`config.mk`:
```
export PLATFORM = sky130hd
export DESIGN_NAME = epc_ctrl
export DESIGN_NICKNAME = d
export VERILOG_FILES = /design/src/design/epc_pkg.sv /design/src/design/epc_ctrl.sv
export SDC_FILE = /design/constraint.sdc
export NUM_CORES = 1
export LEC_CHECK = 0
export ABC_AREA = 1
export BUFFER_PORTS_ARGS = -buffer_cell sky130_fd_sc_hd__buf_2
export CELL_PAD_IN_SITES_DETAIL_PLACEMENT = 2
export CELL_PAD_IN_SITES_GLOBAL_PLACEMENT = 2
export CORE_ASPECT_RATIO = 0.9
export CORE_MARGIN = 5
export CORE_UTILIZATION = 23
export DETAILED_ROUTE_END_ITERATION = 7
export PLACE_DENSITY = 0.73
export SLEW_MARGIN = 20
export SYNTH_ARGS = -nofsm -noshare
export SYNTH_HDL_FRONTEND = slang
export SYNTH_SLANG_ARGS = --single-unit
```
`constraint.sdc`:
```
create_clock -name clk -period 1.3 [get_ports clk]
set_input_delay 0.065 -clock clk [delete_from_list [all_inputs] [get_ports clk]]
set_output_delay 0.065 -clock clk [all_outputs]
set_load 0.03 [all_outputs]
```
`src/design/epc_pkg.sv`:
```
`default_nettype none

package epc_pkg;

    // Field widths.
    localparam int COORD_W   = 20;
    localparam int DIFF_W    = COORD_W + 1;
    localparam int PROD_W    = 2 * DIFF_W;
    localparam int ACC_W     = PROD_W + 1;
    localparam int DEPTH_W   = 16;
    localparam int LAM_W     = 17;
    localparam int FRAC_W    = 16;
    localparam int DETMIN_W  = 41;
    localparam int CFG_W     = 41;
    localparam int CFG_IDX_W = 2;
    localparam int REQ_W     = 2;
    localparam int STATUS_W  = 2;
    localparam int SEL_W     = 3;

    localparam int DEFAULT_MAX_POINTS = 64;

    // Request codes.
    localparam logic [REQ_W-1:0] REQ_APPEND = 2'd0;
    localparam logic [REQ_W-1:0] REQ_CLEAR  = 2'd1;
    localparam logic [REQ_W-1:0] REQ_TEST   = 2'd2;
    localparam logic [REQ_W-1:0] REQ_UNUSED = 2'd3;

    // Result status codes.
    localparam logic [STATUS_W-1:0] ST_DONE  = 2'd0;
    localparam logic [STATUS_W-1:0] ST_FEW   = 2'd1;
    localparam logic [STATUS_W-1:0] ST_FULL  = 2'd2;
    localparam logic [STATUS_W-1:0] ST_DEPTH = 2'd3;

    // Configuration register indexes.
    localparam logic [CFG_IDX_W-1:0] CFG_LAMBDA_LOW  = 2'd0;
    localparam logic [CFG_IDX_W-1:0] CFG_LAMBDA_HIGH = 2'd1;
    localparam logic [CFG_IDX_W-1:0] CFG_DET_MIN     = 2'd2;

    localparam logic [LAM_W-1:0]    LAMBDA_LOW_RST  = 17'd328;
    localparam logic [LAM_W-1:0]    LAMBDA_HIGH_RST = 17'd65208;
    localparam logic [DETMIN_W-1:0] DET_MIN_RST     = 41'd1;

    localparam logic [LAM_W-1:0] Q16_ONE = 17'h10000;

    localparam logic signed [DEPTH_W-1:0] DEPTH_POS = 16'sd16384;
    localparam logic signed [DEPTH_W-1:0] DEPTH_NEG = -16'sd16384;

    // Products of one segment test, in issue order.
    localparam logic [SEL_W-1:0] MUL_AD = 3'd0;
    localparam logic [SEL_W-1:0] MUL_BC = 3'd1;
    localparam logic [SEL_W-1:0] MUL_DE = 3'd2;
    localparam logic [SEL_W-1:0] MUL_BF = 3'd3;
    localparam logic [SEL_W-1:0] MUL_AF = 3'd4;
    localparam logic [SEL_W-1:0] MUL_CE = 3'd5;
    localparam logic [SEL_W-1:0] MUL_LAST = 3'd6;

    typedef struct packed {
        logic                append;
        logic                clear;
        logic                latch_edge;
        logic                seg_first;
        logic                seg_next;
        logic                rd_q;
        logic                load;
        logic [SEL_W-1:0]    mul_sel;
        logic                acc_en;
        logic [SEL_W-1:0]    acc_sel;
        logic                norm;
        logic                div_start;
        logic                emit;
        logic [STATUS_W-1:0] res_status;
        logic                res_hit;
    } epc_cmd_t;

    typedef struct packed {
        logic is_append;
        logic is_clear;
        logic is_test;
        logic full;
        logic few;
        logic depth_bad;
        logic seg_ok;
        logic last_seg;
        logic div_done;
        logic lam_ok;
    } epc_stat_t;

    // Signed difference with one guard bit.
    function automatic logic signed [DIFF_W-1:0] sub_ext(
        input logic signed [COORD_W-1:0] x,
        input logic signed [COORD_W-1:0] y
    );
        logic signed [DIFF_W-1:0] xe;
        logic signed [DIFF_W-1:0] ye;
        xe = DIFF_W'(x);
        ye = DIFF_W'(y);
        return xe - ye;
    endfunction

endpackage

`default_nettype wire

```
`src/design/epc_ctrl.sv`:
```
`default_nettype none

module epc_ctrl
(
    input  wire logic                clk,
    input  wire logic                rst_n,
    input  wire logic                start,
    input  wire epc_pkg::epc_stat_t  stat,
    output epc_pkg::epc_cmd_t        cmd,
    output logic                     busy
);

    typedef enum logic [8:0] {
        S_IDLE  = 9'b000000001,
        S_RD_P  = 9'b000000010,
        S_RD_Q  = 9'b000000100,
        S_LOAD  = 9'b000001000,
        S_MULT  = 9'b000010000,
        S_NORM  = 9'b000100000,
        S_CHECK = 9'b001000000,
        S_DIV   = 9'b010000000,
        S_ADV   = 9'b100000000
    } state_t;

    state_t                    state_reg, state_next;
    logic [epc_pkg::SEL_W-1:0] step_reg, step_next;

    always_comb
    begin
        state_next = state_reg;
        step_next  = step_reg;
        cmd        = '0;
        case (state_reg)
            S_IDLE:
            begin
                if (start)
                begin
                    cmd.emit = 1'b1;
                    if (stat.is_append)
                    begin
                        cmd.append     = 1'b1;
                        cmd.res_status = stat.full ? epc_pkg::ST_FULL : epc_pkg::ST_DONE;
                    end
                    else if (stat.is_clear)
                    begin
                        cmd.clear = 1'b1;
                    end
                    else if (stat.is_test)
                    begin
                        if (stat.few)
                        begin
                            cmd.res_status = epc_pkg::ST_FEW;
                        end
                        else if (stat.depth_bad)
                        begin
                            cmd.res_status = epc_pkg::ST_DEPTH;
                        end
                        else
                        begin
                            cmd.emit       = 1'b0;
                            cmd.latch_edge = 1'b1;
                            cmd.seg_first  = 1'b1;
                            state_next     = S_RD_P;
                        end
                    end
                end
            end
            S_RD_P:
            begin
                state_next = S_RD_Q;
            end
            S_RD_Q:
            begin
                cmd.rd_q   = 1'b1;
                state_next = S_LOAD;
            end
            S_LOAD:
            begin
                cmd.load   = 1'b1;
                step_next  = '0;
                state_next = S_MULT;
            end
            S_MULT:
            begin
                // Issue one product and accumulate the previous one each cycle.
                cmd.mul_sel = step_reg;
                cmd.acc_en  = step_reg != '0;
                cmd.acc_sel = step_reg - 1'b1;
                step_next   = step_reg + 1'b1;
                if (step_reg == epc_pkg::MUL_LAST)
                begin
                    state_next = S_NORM;
                end
            end
            S_NORM:
            begin
                cmd.norm   = 1'b1;
                state_next = S_CHECK;
            end
            S_CHECK:
            begin
                if (stat.seg_ok)
                begin
                    cmd.div_start = 1'b1;
                    state_next    = S_DIV;
                end
                else
                begin
                    state_next = S_ADV;
                end
            end
            S_DIV:
            begin
                if (stat.div_done)
                begin
                    if (stat.lam_ok)
                    begin
                        cmd.emit    = 1'b1;
                        cmd.res_hit = 1'b1;
                        state_next  = S_IDLE;
                    end
                    else
                    begin
                        state_next = S_ADV;
                    end
                end
            end
            S_ADV:
            begin
                if (stat.last_seg)
                begin
                    cmd.emit   = 1'b1;
                    state_next = S_IDLE;
                end
                else
                begin
                    cmd.seg_next = 1'b1;
                    state_next   = S_RD_P;
                end
            end
            default:
            begin
                state_next = S_IDLE;
            end
        endcase
    end

    always_ff @(posedge clk or negedge rst_n)
    begin
        if (!rst_n)
        begin
            state_reg <= S_IDLE;
            step_reg  <= '0;
        end
        else
        begin
            state_reg <= state_next;
            step_reg  <= step_next;
        end
    end

    assign busy = state_reg != S_IDLE;

    // A result from the walk always returns the controller to idle.
    a_emit_idle: assert property (@(posedge clk) disable iff (!rst_n)
        (cmd.emit && state_reg != S_IDLE) |=> state_reg == S_IDLE)
        else $error("walk result did not return to idle");

    // The divider starts only on a qualified crossing.
    a_div_ok: assert property (@(posedge clk) disable iff (!rst_n)
        cmd.div_start |-> (state_reg == S_CHECK && stat.seg_ok))
        else $error("division started without a qualified crossing");

    // Division completion leaves the wait state.
    a_div_leave: assert property (@(posedge clk) disable iff (!rst_n)
        (state_reg == S_DIV && stat.div_done) |=> state_reg != S_DIV)
        else $error("division done but still waiting");

    // The product step counter never runs past the last accumulate.
    a_step_range: assert property (@(posedge clk) disable iff (!rst_n)
        state_reg == S_MULT |-> step_reg <= epc_pkg::MUL_LAST)
        else $error("product step out of range");

endmodule

`default_nettype wire

```
==> results.ini <==
[cells_and_area]
area_growth_syn_to_layout_pct = 116
final_common_cell = buf_6
multi_input_area_um2 = 832
fin_util_pct = 50.7
mostFrequentLayoutCells = buf_6, buf_4, inv_1, nor2_4
fillers = 433
antenna_cells = 0
drive_gt1_share_pct = 67.6
largest_reg_flops = 9
final_nets = 228
regArea_um2 = 303

[route]
drt_iter0_drc = 40
wl_mm = 5.50
via_count = 1225
drc = 0
vias_per_cell = 4.75
detail_route.wl_per_cell_um = 21.3
ant_nets = 0
dr.pass1.iters = 4

[worst_setup_path]
startpoint_type = flip-flop
rr_worst_depth = 10
critPathSlowestCell = dfrtp_1
max_stage_delay_ns = 0.41
endpoint_kind = output pin
path_class = reg -> out
path_delay_family = simple AND/OR/NAND/NOR gates
required_ns = 1.24
critPathMaxFanout = 5
path_common_cell = nor2_4
cp_num_cells = 7
crit_buf_inv = 2
worstPathCellList = nor2_4 -> nand2_4 -> nor2_4 -> nand2_4 -> buf_12 -> nor2_4 -> buf_6
arrival_ns = 1.73

[timing]
hold_slack_ns = 0.127
hold_viol_final = 0
fin_ws_ns = -0.496
grt_setup_unrepaired = true
fin_crit_ns = 1.80
slew_violations = 0
fin_setup_tns_ns = -10.94
max_slew.worst_pin.slew_ns = 0.374
finalSetupViolCount = 31
fmax_mhz = 557
slew_headroom_pct = 74.9
fin_skew_ns = 0.00296
period_share_pct = 138

[die]
die_h_um = 71
core_um2 = 4050
dieArea_um2 = 5520
ios = 34
chipWidth_um = 77.8
initial_core_util_pct = 23.5
rows = 22

[global_routing]
grt_start_max_net_pins = 13
antenna_found_initial = 0
first_global_vias = 1455
grt_pass1_wl_mm = 7.90
overflow = 0
track_usage_pct = 18.6

[synthesis]
synth_top_area_cell = dfrtp_1
ys_seq_area_share_pct = 31.7
synth_seq_cells = 12
avgSynthCellArea_um2 = 7.15
syn_nets = 150
synth_cell_types = 27
synthTopCellsByArea = dfrtp_1, inv_1, nand2_1, nor2_1, nor2_4
yosys_warnings = 0
syn-cell-area_um2 = 951
synth_top_cell_area_share_pct = 28.9
syn-instance-count = 133

[place]
port_buffers = 33
dp_hpwl_mm = 3.02
place_congestion = 0.770
dp_slack_ns = -0.227

[min_path]
hp-class = in -> reg
min_path_cells = 4

[cts]
cts.sinks = 12
clkTransAtPathRegs_ns = 0.06
clkLatencyLatePin_ns = 0.25
cts-htree-levels = 1
cts_tree = built
cts-root-buf = clkbuf_8
clockBufferDepth = 2
numCtsBuffers = 3

[job]
drv_cap = 0

[pwr]
power_leakage_uw = 0.00104
ir_worst_vdd_v = 0.000573
powerDensity_nw_per_um2 = 1310

[outcome]
violations = negative setup slack
status = finished, violations left

## logic make-up (layout without fill, tap and decap cells)
logic type | Yosys count | count (layout) | synth area share (%)
simple gates | 75 | 75 | 41.1
buf+inv | 31 | 108 | 13.8
flops | 12 | 12 | 31.7
compound gates | 9 | 9 | 6.32
fa+ha+maj | 4 | 4 | 5.26
xor+xnor | 2 | 2 | 1.84
## layout make-up
class                   count  area share (%)
repair buffers             76            33.7
inverters                  28            5.37
flip-flops and latches     12            14.8
multi-input cells          90            40.5
well taps                  48            2.93
clock buffers               4            2.68
## routing by layer
layer / wire (µm) / track usage (%)
met5: 0 / 0
met4: 90 / 1.91
met3: 191 / 3.05
met2: 3160 / 36.8
met1: 2060 / 21.2
## power by group
part	internal, µW	leakage [µW]	switching (µW)	total [µW]
combinational	793	0.000847	971	1760
sequential	437	0.000161	59.0	496
clock	269	0.0000288	162	431
total	1500	0.00104	1190	2690
## final timing paths
kind	startpoint	end	slack, ns
max in group asynchronous	rst_n	state_reg[0]	0.78
hold reg to reg	step_reg[1]	step_reg[1]	0.63
min in group asynchronous	rst_n	state_reg[5]	0.24
hold / removal	stat[3]	state_reg[8]	0.13
setup reg to reg	state_reg[0]	state_reg[0]	-0.46
setup / recovery	state_reg[2]	cmd[7]	-0.50
## metrics by stage
stage | total power [µW] | cell area, µm² | std cells
after floorplan | 1150 | 1050 | 133
final | 2690 | 2050 | 258
after CTS | 2270 | 1870 | 250
after global routing | 2830 | 2050 | 258
after detailed placement | 1550 | 1400 | 230
after global placement | 1500 | 1400 | 230
## worst reg2reg max path: stages, from the launching register on
cell     delay, ns
dfstp_2       0.58
nor2_4        0.06
nand2_4       0.09
nor2_4        0.08
buf_4         0.17
buf_6         0.12
nand2_2       0.09
nand3_1       0.11
nor2_1        0.13
nand2_1       0.10
a21oi_2       0.17
## timing repair
action | CTS | global route
gates cloned | 1 | 0
resized for setup | 80 | 28
pin swaps | 20 | 20
hold endpoints to repair | 12 | 0
hold buffers | 1 | 0
setup buffers | 14 | 9
endpoints found under the setup margin | 29 | 33
## cell usage after synthesis (all sizes together)
| library cell | n |
|---|---|
| a21oi | 3 |
| inv | 28 |
| nand4 | 3 |
| and3 | 1 |
| o211ai | 1 |
| o41ai | 1 |
| o21ai | 1 |
| xnor2 | 2 |
| dfrtp | 11 |
| nor2 | 29 |
| o22ai | 2 |
| nand2 | 25 |
| nor3 | 5 |
| buf | 3 |
| nor4 | 1 |
| dfstp | 1 |
| nand3 | 11 |
| ha | 4 |
| o21bai | 1 |
(Power assumes the default switching activity.)
